$ cat config.mk
export PLATFORM = sky130hd
export DESIGN_NAME = prefixed_integer_literal_parser_top
export DESIGN_NICKNAME = d
export VERILOG_FILES = /design/src/rtl/plp_pkg.sv /design/src/rtl/prefixed_integer_literal_parser_top.sv /design/src/rtl/plp_accum.sv /design/src/rtl/plp_core.sv
export SDC_FILE = /design/constraint.sdc
export NUM_CORES = 1
export LEC_CHECK = 0
export ABC_CLOCK_PERIOD_IN_PS = 8570
export BUFFER_PORTS_ARGS = -buffer_cell sky130_fd_sc_hd__buf_2
export CAP_MARGIN = 15
export CORE_ASPECT_RATIO = 0.8
export CORE_MARGIN = 1
export CORE_UTILIZATION = 45
export DETAILED_ROUTE_END_ITERATION = 8
export PLACE_DENSITY_LB_ADDON = 0.2
export SLEW_MARGIN = 5
export SYNTH_ARGS = -nofsm -noshare
export SYNTH_HDL_FRONTEND = slang
export SYNTH_SLANG_ARGS = --single-unit
$ cat constraint.sdc
create_clock -name clk -period 8.57 [get_ports clk]
set_clock_uncertainty 0.2 [all_clocks]
set_input_delay 1.714 -clock clk [delete_from_list [all_inputs] [get_ports clk]]
set_output_delay 1.714 -clock clk [all_outputs]
set_load 0.005 [all_outputs]
$ cat src/rtl/plp_pkg.sv
// shared types and constants for the prefixed integer literal parser
// no dependencies; used by plp_accum, plp_core and the top level
package plp_pkg;

	localparam int ACC_W = 63;
	localparam int WIDE_W = ACC_W + 4;
	localparam logic [63:0] SAT_LIMIT = 64'h7FFF_FFFF_FFFF_FFFF;

	localparam logic [1:0] RX_DEC = 2'd0;
	localparam logic [1:0] RX_HEX = 2'd1;
	localparam logic [1:0] RX_OCT = 2'd2;
	localparam logic [1:0] RX_BIN = 2'd3;

	localparam logic [7:0] CH_SPACE = 8'h20;
	localparam logic [7:0] CH_TAB   = 8'h09;
	localparam logic [7:0] CH_CR    = 8'h0D;
	localparam logic [7:0] CH_LF    = 8'h0A;
	localparam logic [7:0] CH_0     = 8'h30;
	localparam logic [7:0] CH_1     = 8'h31;
	localparam logic [7:0] CH_9     = 8'h39;
	localparam logic [7:0] CH_LA    = 8'h61;
	localparam logic [7:0] CH_LF_HEX = 8'h66;
	localparam logic [7:0] CH_UA    = 8'h41;
	localparam logic [7:0] CH_UF    = 8'h46;
	localparam logic [7:0] CH_X     = 8'h78;
	localparam logic [7:0] CH_O     = 8'h6F;
	localparam logic [7:0] CH_B     = 8'h62;
	localparam logic [7:0] CH_D     = 8'h64;

	typedef struct packed {
		logic ok;
		logic ovf;
	} plp_digit_t;

	typedef struct packed {
		logic       emit;
		logic       invalid;
		logic [1:0] radix;
	} plp_ctl_t;

endpackage

$ cat src/rtl/prefixed_integer_literal_parser_top.sv
// an accepted item is held in the input register, and its result is then captured
//   in the output register
// throughput: one character item per cycle; a stalled result holds the parse step,
//   and in_stall follows out_stall in the same cycle once both registers are full
// reset (arst_n low): both registers empty, parser idle with cleared state
module prefixed_integer_literal_parser_top #(
	parameter int COUNT_BITS  = 16,
	parameter int RESULT_BITS = 32
) (
	input  logic                   clk,
	input  logic                   arst_n,
	input  logic                   in_valid,
	output logic                   in_stall,
	input  logic [7:0]             ch,
	input  logic                   begin_req,
	input  logic                   end_of_text,
	output logic                   out_valid,
	input  logic                   out_stall,
	output logic [RESULT_BITS-1:0] value,
	output logic                   status,
	output logic [1:0]             radix_code,
	output logic [COUNT_BITS-1:0]  blanks_skipped,
	output logic [COUNT_BITS-1:0]  literal_chars
);

	logic                   valid_s1;
	logic [7:0]             ch_s1;
	logic                   begin_s1;
	logic                   eot_s1;
	logic                   go;
	logic                   in_fire;
	logic                   out_fire;
	plp_pkg::plp_ctl_t      ctl;
	logic [RESULT_BITS-1:0] res_value;
	logic [COUNT_BITS-1:0]  res_blanks;
	logic [COUNT_BITS-1:0]  res_chars;
	logic                   out_valid_q;
	logic [RESULT_BITS-1:0] value_q;
	logic                   status_q;
	logic [1:0]             radix_q;
	logic [COUNT_BITS-1:0]  blanks_q;
	logic [COUNT_BITS-1:0]  chars_q;

	assign out_fire = out_valid_q && !out_stall;
	// the held item is processed once the output register has room
	assign go       = valid_s1 && (!out_valid_q || !out_stall);
	assign in_stall = valid_s1 && !go;
	assign in_fire  = in_valid && !in_stall;

	always_ff @(posedge clk or negedge arst_n) begin
		if (!arst_n) begin
			valid_s1 <= 1'b0;
		end else if (in_fire) begin
			valid_s1 <= 1'b1;
		end else if (go) begin
			valid_s1 <= 1'b0;
		end
	end

	always_ff @(posedge clk) begin
		if (in_fire) begin
			ch_s1    <= ch;
			begin_s1 <= begin_req;
			eot_s1   <= end_of_text;
		end
	end

	plp_core #(
		.COUNT_BITS  (COUNT_BITS),
		.RESULT_BITS (RESULT_BITS)
	) u_core (
		.clk         (clk),
		.arst_n      (arst_n),
		.go          (go),
		.ch          (ch_s1),
		.begin_req   (begin_s1),
		.end_of_text (eot_s1),
		.ctl         (ctl),
		.res_value   (res_value),
		.res_blanks  (res_blanks),
		.res_chars   (res_chars)
	);

	always_ff @(posedge clk or negedge arst_n) begin
		if (!arst_n) begin
			out_valid_q <= 1'b0;
		end else if (go && ctl.emit) begin
			out_valid_q <= 1'b1;
		end else if (out_fire) begin
			out_valid_q <= 1'b0;
		end
	end

	always_ff @(posedge clk) begin
		if (go && ctl.emit) begin
			value_q  <= res_value;
			status_q <= ctl.invalid;
			radix_q  <= ctl.radix;
			blanks_q <= res_blanks;
			chars_q  <= res_chars;
		end
	end

	assign out_valid      = out_valid_q;
	assign value          = value_q;
	assign status         = status_q;
	assign radix_code     = radix_q;
	assign blanks_skipped = blanks_q;
	assign literal_chars  = chars_q;

endmodule

$ cat src/rtl/plp_accum.sv
// digit decode and shift-add accumulate with overflow check against 2^63-1
// depends on plp_pkg
module plp_accum (
	input  logic [7:0]                 ch,
	input  logic [1:0]                 radix,
	input  logic [plp_pkg::ACC_W-1:0]  acc,
	output logic [3:0]                 digit,
	output plp_pkg::plp_digit_t        info,
	output logic [plp_pkg::ACC_W-1:0]  acc_next
);

	logic                        is_char;
	logic                        radix_ok;
	logic [plp_pkg::WIDE_W-1:0]  prod;
	logic [plp_pkg::WIDE_W-1:0]  wide;

	always_comb begin
		is_char = 1'b1;
		digit = 4'd0;
		if (ch >= plp_pkg::CH_0 && ch <= plp_pkg::CH_9) begin
			digit = 4'(ch - plp_pkg::CH_0);
		end else if (ch >= plp_pkg::CH_LA && ch <= plp_pkg::CH_LF_HEX) begin
			digit = 4'(ch - plp_pkg::CH_LA + 8'd10);
		end else if (ch >= plp_pkg::CH_UA && ch <= plp_pkg::CH_UF) begin
			digit = 4'(ch - plp_pkg::CH_UA + 8'd10);
		end else begin
			is_char = 1'b0;
		end
	end

	always_comb begin
		case (radix)
			plp_pkg::RX_HEX: begin
				radix_ok = is_char;
				prod = {acc, 4'b0000};
			end
			plp_pkg::RX_OCT: begin
				radix_ok = is_char && (digit < 4'd8);
				prod = {1'b0, acc, 3'b000};
			end
			plp_pkg::RX_BIN: begin
				radix_ok = is_char && (digit < 4'd2);
				prod = {3'b000, acc, 1'b0};
			end
			default: begin
				radix_ok = is_char && (digit < 4'd10);
				// times ten as times eight plus times two
				prod = {1'b0, acc, 3'b000} + {3'b000, acc, 1'b0};
			end
		endcase
	end

	assign wide = prod + {{plp_pkg::ACC_W{1'b0}}, digit};
	assign acc_next = wide[plp_pkg::ACC_W-1:0];

	always_comb begin
		info.ok  = radix_ok;
		// acc * r + d above 2^63-1 means the value saturates
		info.ovf = |wide[plp_pkg::WIDE_W-1:plp_pkg::ACC_W];
	end

endmodule

$ cat src/rtl/plp_core.sv
// parse state machine: blank skip, prefix detection, digit accumulation
// depends on plp_pkg and plp_accum
module plp_core #(
	parameter int COUNT_BITS  = 16,
	parameter int RESULT_BITS = 32
) (
	input  logic                   clk,
	input  logic                   arst_n,
	input  logic                   go,
	input  logic [7:0]             ch,
	input  logic                   begin_req,
	input  logic                   end_of_text,
	output plp_pkg::plp_ctl_t      ctl,
	output logic [RESULT_BITS-1:0] res_value,
	output logic [COUNT_BITS-1:0]  res_blanks,
	output logic [COUNT_BITS-1:0]  res_chars
);

	localparam logic [2:0] PH_IDLE    = 3'd0;
	localparam logic [2:0] PH_BLANKS  = 3'd1;
	localparam logic [2:0] PH_ZERO    = 3'd2;
	localparam logic [2:0] PH_PREFIX  = 3'd3;
	localparam logic [2:0] PH_DPREFIX = 3'd4;
	localparam logic [2:0] PH_DIGITS  = 3'd5;

	logic [2:0]                phase_q, phase_d, phase_e;
	logic [plp_pkg::ACC_W-1:0] acc_q, acc_d, acc_e, acc_next;
	logic                      sat_q, sat_d, sat_e;
	logic [1:0]                radix_q, radix_d, radix_e;
	logic [COUNT_BITS-1:0]     blank_q, blank_d, blank_e, blank_inc;
	logic [COUNT_BITS-1:0]     char_q, char_d, char_e, char_inc;
	logic [3:0]                digit;
	plp_pkg::plp_digit_t       dinfo;
	logic                      is_blank, is_dec, dig_ok;
	logic [63:0]               full_val;

	plp_accum u_accum (
		.ch       (ch),
		.radix    (radix_e),
		.acc      (acc_e),
		.digit    (digit),
		.info     (dinfo),
		.acc_next (acc_next)
	);

	// a begin item clears the parse state and restarts in the blank-skip phase
	always_comb begin
		phase_e = begin_req ? PH_BLANKS : phase_q;
		acc_e   = begin_req ? '0 : acc_q;
		sat_e   = begin_req ? 1'b0 : sat_q;
		radix_e = begin_req ? plp_pkg::RX_DEC : radix_q;
		blank_e = begin_req ? '0 : blank_q;
		char_e  = begin_req ? '0 : char_q;
	end

	assign blank_inc = (&blank_e) ? blank_e : blank_e + 1'b1;
	assign char_inc  = (&char_e) ? char_e : char_e + 1'b1;
	assign is_blank  = (ch == plp_pkg::CH_SPACE) || (ch == plp_pkg::CH_TAB)
		|| (ch == plp_pkg::CH_CR) || (ch == plp_pkg::CH_LF);
	assign is_dec    = (ch >= plp_pkg::CH_0) && (ch <= plp_pkg::CH_9);
	assign dig_ok    = dinfo.ok && !end_of_text;
	assign full_val  = sat_e ? plp_pkg::SAT_LIMIT : {1'b0, acc_e};

	always_comb begin
		phase_d = phase_e;
		acc_d   = acc_e;
		sat_d   = sat_e;
		radix_d = radix_e;
		blank_d = blank_e;
		char_d  = char_e;
		ctl.emit    = 1'b0;
		ctl.invalid = 1'b1;
		ctl.radix   = plp_pkg::RX_DEC;
		res_value   = '0;
		res_blanks  = blank_e;
		res_chars   = '0;
		case (phase_e)
			PH_BLANKS: begin
				if (end_of_text) begin
					ctl.emit = 1'b1;
				end else if (is_blank) begin
					blank_d = blank_inc;
				end else if (ch == plp_pkg::CH_0) begin
					char_d  = COUNT_BITS'(1);
					phase_d = PH_ZERO;
				end else if (ch >= plp_pkg::CH_1 && ch <= plp_pkg::CH_9) begin
					radix_d = plp_pkg::RX_DEC;
					acc_d   = {{(plp_pkg::ACC_W-4){1'b0}}, digit};
					char_d  = COUNT_BITS'(1);
					phase_d = PH_DIGITS;
				end else begin
					ctl.emit = 1'b1;
				end
			end
			PH_ZERO: begin
				if (!end_of_text && (ch == plp_pkg::CH_X || ch == plp_pkg::CH_O
						|| ch == plp_pkg::CH_B)) begin
					radix_d = (ch == plp_pkg::CH_X) ? plp_pkg::RX_HEX :
						(ch == plp_pkg::CH_O) ? plp_pkg::RX_OCT : plp_pkg::RX_BIN;
					char_d  = COUNT_BITS'(2);
					phase_d = PH_PREFIX;
				end else if (!end_of_text && ch == plp_pkg::CH_D) begin
					radix_d = plp_pkg::RX_DEC;
					char_d  = COUNT_BITS'(2);
					phase_d = PH_DPREFIX;
				end else if (!end_of_text && is_dec) begin
					radix_d = plp_pkg::RX_DEC;
					acc_d   = {{(plp_pkg::ACC_W-4){1'b0}}, digit};
					char_d  = COUNT_BITS'(2);
					phase_d = PH_DIGITS;
				end else begin
					// lone zero
					ctl.emit    = 1'b1;
					ctl.invalid = 1'b0;
					res_chars   = COUNT_BITS'(1);
				end
			end
			PH_PREFIX, PH_DPREFIX: begin
				if (dig_ok) begin
					acc_d   = {{(plp_pkg::ACC_W-4){1'b0}}, digit};
					char_d  = COUNT_BITS'(3);
					phase_d = PH_DIGITS;
				end else if (phase_e == PH_PREFIX) begin
					// radix prefix with no digit falls back to a decimal zero
					ctl.emit    = 1'b1;
					ctl.invalid = 1'b0;
					res_chars   = COUNT_BITS'(1);
				end else begin
					ctl.emit = 1'b1;
				end
			end
			PH_DIGITS: begin
				if (dig_ok) begin
					if (!sat_e) begin
						if (dinfo.ovf) begin
							sat_d = 1'b1;
						end else begin
							acc_d = acc_next;
						end
					end
					char_d = char_inc;
				end else begin
					ctl.emit    = 1'b1;
					ctl.invalid = 1'b0;
					ctl.radix   = radix_e;
					res_value   = full_val[RESULT_BITS-1:0];
					res_chars   = char_e;
				end
			end
			default: begin
				phase_d = PH_IDLE;
			end
		endcase
		if (ctl.emit) begin
			phase_d = PH_IDLE;
		end
	end

	always_ff @(posedge clk or negedge arst_n) begin
		if (!arst_n) begin
			phase_q <= PH_IDLE;
			acc_q   <= '0;
			sat_q   <= 1'b0;
			radix_q <= plp_pkg::RX_DEC;
			blank_q <= '0;
			char_q  <= '0;
		end else if (go) begin
			phase_q <= phase_d;
			acc_q   <= acc_d;
			sat_q   <= sat_d;
			radix_q <= radix_d;
			blank_q <= blank_d;
			char_q  <= char_d;
		end
	end

	a_sat_holds_acc: assert property (@(posedge clk) disable iff (!arst_n)
		sat_q && !(go && begin_req) |=> $stable(acc_q))
		else $error("accumulator moved while saturated");

	a_emit_idles: assert property (@(posedge clk) disable iff (!arst_n)
		go && ctl.emit |=> phase_q == PH_IDLE)
		else $error("parser not idle after a result");

	a_prefix_len: assert property (@(posedge clk) disable iff (!arst_n)
		(phase_q == PH_PREFIX || phase_q == PH_DPREFIX) |-> char_q == COUNT_BITS'(2))
		else $error("prefix phase with wrong character count");

	a_digits_len: assert property (@(posedge clk) disable iff (!arst_n)
		phase_q == PH_DIGITS |-> char_q != '0)
		else $error("digit phase with empty literal");

endmodule

Word-level counts from Yosys, hierarchy flattened
Cells that the tools add are included.
- register bits after elaboration: 180
- bits of input ports: 14
- output and inout port bits: 69
- word-level logic and storage cells: 176
- $add $sub $neg: 9
- magnitude comparators: 10
- eq/ne operators: 17
- mux-type cells: 89
- bitwise logic cells: 1
- reductions and logical operators: 34
- operator list (kind ; count):
    $mux 63 ; 12
    $mux 16 ; 20
    $pmux 63 s4 ; 1
    $pmux 67 s3 ; 1
    $add 66x64->67 ; 1
    $add 67x4->67 ; 1
    $pmux 16 s4 ; 1
    $pmux 16 s3 ; 1
    $add 16x1->16 const B ; 2
    $eq 8x7->1 const B ; 4
    $mux 32 ; 1
    $reduce_and 16->1 ; 2
    $mux 3 ; 10
    $mux 2 ; 13
    $eq 8x4->1 const B ; 3
    $mux 1 ; 20
    $eq 8x6->1 const B ; 2
    $ge 8x6->1 const B ; 2
    $ge 8x7->1 const B ; 2
    $le 8x7->1 const B ; 2
    $logic_and 1x1->1 ; 16
    $mux 4 ; 4
    $pmux 3 s4 ; 1
    $sub 4x1->4 const B ; 3
    18 further kinds ; 35

Longest topological paths before layout
- depth after elaboration: 13
- mapped depth: 35

Cells and area by module
Synthesis repeated with hierarchy kept, for this count alone.
- cell total of the unflattened synthesis: 2196
- area total of the unflattened synthesis: 17640.7 µm²
- modules (own cells, without submodules) (module ; instances ; cells each ; area each (µm²) ; sequential area each (µm²)):
    plp_accum ; 1 ; 1259 ; 8119.0 ; 0.0
    plp_core ; 1 ; 849 ; 7110.6 ; 2527.4
    prefixed_integer_literal_parser_top ; 1 ; 88 ; 2411.1 ; 2362.3

Least setup slack after synthesis
No wires, ideal clock.
- path type: reg-to-reg
- from: register begin_s1
- to: register u_core.acc_q[62] (netlist name)
- setup time: 121 ps
- arrival time: 8151 ps
- required time: 8249 ps
- slack: 98 ps
- stages on the path, launching flop included: 35
- path buffers: 17
- clock period less this slack: 8472 ps
- path through: edfxtp_1 buf_4 buf_6 buf_6 buf_4 buf_2 buf_2 buf_2 buf_1 buf_2 buf_2 buf_1 clkbuf_1 buf_1 clkbuf_1 clkbuf_1 nor2_1 ha_1 o21ai_0 o21ai_0 a221o_1 a221o_1 buf_2 a31oi_1 mux2_2 or4_4 nor4_4 nand4b_1 nor4_4 mux2i_1 o21a_1 nor2_2 and3_1 buf_4 a22o_1
- cells in the longest elaborated chain, start to end: 9
- elaborated cells on any way between the ends: 31
- those cells by class: add/sub: 2; eq/ne: 8; mux: 18; reduce/logical: 3
- ends and longest elaborated chain (item ; RTL line ; source):
    start: declaration ; prefixed_integer_literal_parser_top.sv:28 ; logic begin_s1;
    start signal: assignment ; prefixed_integer_literal_parser_top.sv:63 ; begin_s1 <= begin_req;
    $mux 63 or $mux 2 (tied branches) ; plp_core.sv:49, plp_core.sv:51 ;
    $add 66x64->67 (tied with other cells) ; plp_accum.sv:48 ; prod = {1'b0, acc, 3'b000} + {3'b000, acc, 1'b0};
    $pmux 67 s3 ; plp_accum.sv:32 ; case (radix)
    $add 67x4->67 ; plp_accum.sv:53 ; assign wide = prod + {{plp_pkg::ACC_W{1'b0}}, digit};
    $reduce_or 4->1 ; plp_accum.sv:59 ; info.ovf = |wide[plp_pkg::WIDE_W-1:plp_pkg::ACC_W];
    $mux 63 ; plp_core.sv:135 ; if (dinfo.ovf) begin
    $mux 63 ; plp_core.sv:134 ; if (!sat_e) begin
    $mux 63 ; plp_core.sv:133 ; if (dig_ok) begin
    $pmux 63 s4 * ; plp_core.sv:77 ; case (phase_e)
    end signal: assignment ; plp_core.sv:162 ; acc_q <= '0;
    end signal: assignment ; plp_core.sv:169 ; acc_q <= acc_d;
    end: declaration ; plp_core.sv:27 ; logic [plp_pkg::ACC_W-1:0] acc_q, acc_d, acc_e, acc_next;
Mark *: on every way between the ends. The rest lies on a longest branch, timed or not.
A chain may end at the register's enable or synchronous reset.

Worst setup path in the final report
- from: register u_core.acc_q[2] (netlist name)
- to: register u_core.acc_q[14] (netlist name)
- cells in the longest elaborated chain, start to end: 9
- ends and longest elaborated chain (item ; RTL line ; source):
    $mux 63 * ; plp_core.sv:49 ; acc_e = begin_req ? '0 : acc_q;
    $add 66x64->67 ; plp_accum.sv:48 ;
    $pmux 67 s3 * ; plp_accum.sv:32 ;
    $add 67x4->67 * ; plp_accum.sv:53 ;
    $reduce_or 4->1 ; plp_accum.sv:59 ;
    $mux 63 * ; plp_core.sv:135 ;
    $mux 63 * ; plp_core.sv:134 ;
    $mux 63 * ; plp_core.sv:133 ;
    $pmux 63 s4 * ; plp_core.sv:77 ;
Marks and branches as above.

==> impl_metrics.env <==
export IMPL_yosysTopAreaCellShare=0.1379
export IMPL_ys_top_cells_by_count="264 x nand2_1, 249 x nor2_1, 217 x a21oi_1"
export IMPL_clkSinkCount=180
export IMPL_critPathBufInv=1
export IMPL_yosysMostFrequentCell="nand2_1"
export IMPL_finalCriticalPeriod_ns=7.457
export IMPL_cts_setup_buffers=0
export IMPL_grt_pass1_vias=17500
export IMPL_grt_max_degree=113
export IMPL_status="completed"
export IMPL_ctsHoldBuffers=0
export IMPL_cp_cell_sequence="nand2_1 > inv_1 > ha_1 > ha_1 > o21ai_0 > o21ai_0 > a221o_1 > a221o_1 > a31oi_1 > mux2_2 > or4_4 > nor4_4 > nand4b_1 > nor4_4 > mux2i_1 > o21a_1 > nor2_2 > and3_1 > a22o_1"
export IMPL_synthesis_nets=2524
export IMPL_placed_area_mm2=0.01918
export IMPL_comb_power_share=0.318
export IMPL_gr_usage_all_layers=0.3277
export IMPL_remaining_drc_errors=0
export IMPL_netSwitchingPower_mw=1.055
export IMPL_async_flop_share=0.5722
export IMPL_wl_per_cell_um=23.63
export IMPL_worstPathArrival_ns=7.67
export IMPL_crit_family="simple AND/OR/NAND/NOR gates"
export IMPL_layout_worst_path_cycle_share=0.8701
export IMPL_tightest_slew_ns=1.207
export IMPL_grt_pass1_wl_um=107300
export IMPL_io_buffers=82
export IMPL_synthToLayoutAreaGrowth_pct=5.688
export IMPL_vias_per_cell=6.550
export IMPL_antenna_cells=0
export IMPL_critPathMaxFanout=11
export IMPL_setup_viol=0
export IMPL_synthTopCellsByArea="dfrtp_1 14%, edfxtp_1 12%, a21oi_1 5.8%, nand2_1 5.3%, nor2_1 5.0%"
export IMPL_slew_limit_headroom=0.1845
export IMPL_hpwl_um=52200
export IMPL_powerDensity_mw_per_mm2=136.0
export IMPL_slew_viol_final=0
export IMPL_synth_area_per_cell_um2=7.527
export IMPL_overflow=0
export IMPL_cp_startpoint="u_core.acc_q[2]"
export IMPL_start_util=0.4583
export IMPL_yosys_most_used_dff="dfrtp_1"
export IMPL_ys_ff_latch=180
export IMPL_synth_cells=2484
export IMPL_cts_made_buffers=17
export IMPL_end_kind="flop"
export IMPL_rsz0062_at_grt="false"
export IMPL_power_leakage_nw=6.694
export IMPL_drt_pass1_iter_count=6
export IMPL_stdcell_area_mm2=0.01976
export IMPL_setup_tns_ns=0
export IMPL_cts_resized_gates=0
export IMPL_holdCritPathClass="reg -> reg"
export IMPL_worst_path_max_delay_cell="and3_1"
export IMPL_dpl_cell_count=2955
export IMPL_root_buffer="clkbuf_16"
export IMPL_clkPwrFrac=0.303
export IMPL_final_antenna_net_count=0
export IMPL_fp_coreArea_mm2=0.04079
export IMPL_syn_area_mm2=0.01870
export IMPL_crit_required_ns=8.79
export IMPL_cap_violations=0
export IMPL_yosysTopAreaCell="dfrtp_1"
export IMPL_path_class="reg -> reg"
export IMPL_finalPower_mw=2.687
export IMPL_drive_gt1_frac=0.09210
export IMPL_die_w_um=229.9
export IMPL_synth_warnings=0
export IMPL_die_h_um=184.3
export IMPL_drtIter0Drc=2487
export IMPL_fmax_mhz=134.1
export IMPL_insertion_delay_ns=0.48
export IMPL_nNetsFinal=2470
export IMPL_hold_start="u_core.char_q[6]"
export IMPL_startpoint_type="flop"
export IMPL_wirelength_um=70580
export IMPL_pin_count=83
export IMPL_intPower_mw=1.631
export IMPL_antenna_found_initial=0
export IMPL_rows=66
export IMPL_cpPeakStageDelay_ns=0.74
export IMPL_die_area_mm2=0.04237
export IMPL_cts_tree="built"
export IMPL_r2r_start="u_core.acc_q[2]"
export IMPL_share_seq_of_total_power=0.379
export IMPL_ys_types=104
export IMPL_p_sw_frac=0.3927
export IMPL_detailroute_via_count=19560
export IMPL_synth_edf_count=77
export IMPL_vdd_ir_drop_max_mv=0.1657
export IMPL_finalHoldViolations=0
export IMPL_final_cells=2987
export IMPL_routabilityCongestion=1.023
export IMPL_htree_levels=4
export IMPL_clockBufferDepth=2
export IMPL_clk_pin_slew_worst_paths_ns=0.08
export IMPL_ys_seq_area_frac=0.2615
==> routing by layer <==
metal	vias to the layer above	GRT usage	wire length, µm
met5	-	0	0
met4	0	0.09086	1591
met3	99	0.06142	6332
met2	957	0.4606	28550
met1	9482	0.5006	34110
li1	9026	-	-
==> worst register-to-register path, cell delays in order, from the launching register on <==
cell      delay (ns)
dfrtp_1         0.53
nand2_1         0.21
inv_1           0.06
ha_1            0.22
ha_1            0.23
o21ai_0         0.15
o21ai_0         0.17
a221o_1         0.45
a221o_1         0.50
a31oi_1         0.50
mux2_2          0.45
or4_4           0.54
nor4_4          0.53
nand4b_1        0.35
nor4_4          0.48
mux2i_1         0.23
o21a_1          0.27
nor2_2          0.35
and3_1          0.74
a22o_1          0.24
==> power groups by stage <==
stage	Combinational, mW	Clock [mW]	Sequential [mW]
2_1_floorplan	0.643	0	0.979
3_3_place_gp	0.826	0	1.03
3_5_place_dp	0.829	0	1.03
4_1_cts	0.834	0.826	1.02
5_1_grt	0.915	0.857	1.03
6_report	0.853	0.815	1.02
==> through the flow <==
stage	hold slack (ns)	worst slack, ns	util
finish	0.2976	1.113	0.4844
global route	0.3100	0.7776	0.4844
CTS	0.2977	1.217	0.4844
detailed placement	0.2813	1.261	0.4702
global placement	0.2680	1.373	0.4702
floorplan	0.2494	0.09812	-
==> state kept, by name, summed over array words and instances (netlist names), 3 cells and up <==
name            cells
literal_chars      16
value              32
u_core.char_q      16
u_core.acc_q       63
u_core.phase_q      3
blanks_skipped     16
ch_s1               8
u_core.blank_q     16
==> logic make-up after synthesis <==
group / synth area share
AOI/OAI and AO/OA: 0.2677
buffers and inverters: 0.05815
adders and majority gates: 0.02162
DFF: 0.2615
and+or+nand+nor: 0.2852
muxes: 0.03018
xor gates and xnor gates: 0.07562
==> path summary, 6_finish.rpt <==
kind	endpoint	slack, ns	depth (start not counted)
worst max-delay path	u_core.acc_q[14]	1.11	19
worst min-delay path	u_core.char_q[6]	0.30	1
worst max register to register	u_core.acc_q[14]	1.11	19
worst min register to register	u_core.char_q[6]	0.30	1
max in group asynchronous	u_core.radix_q[1]	5.55	2
min in group asynchronous	u_core.blank_q[3]	1.02	1
==> layout by cell type, fill, tap and decap left out, drive strengths merged, types with 23 or more instances in the layout <==
master / instances
o21ai: 203
nand3: 62
inv: 54
ha: 25
nor3b: 27
nand4: 42
xnor2: 107
nor3: 117
nor4: 24
a31oi: 31
nor2b: 68
mux2i: 44
o211ai: 52
nor2: 250
a211oi: 34
a21oi: 217
xor2: 51
or3: 23
nand2: 265
and2: 31
nand2b: 38
edfxtp: 77
buf: 114
and3: 33
dfrtp: 103
==> layout make-up <==
cell class | count | area, µm²
Clock inverter | 14 | 141.4
Tap cell | 544 | 680.7
Fill cell | 4124 | 21030
Timing Repair Buffer | 114 | 678.2
Multi-Input combinational cell | 2067 | 12740
Clock buffer | 18 | 439.2
Inverter | 50 | 187.7
Sequential cell | 180 | 4897
Power figures use the tool's default switching activity.
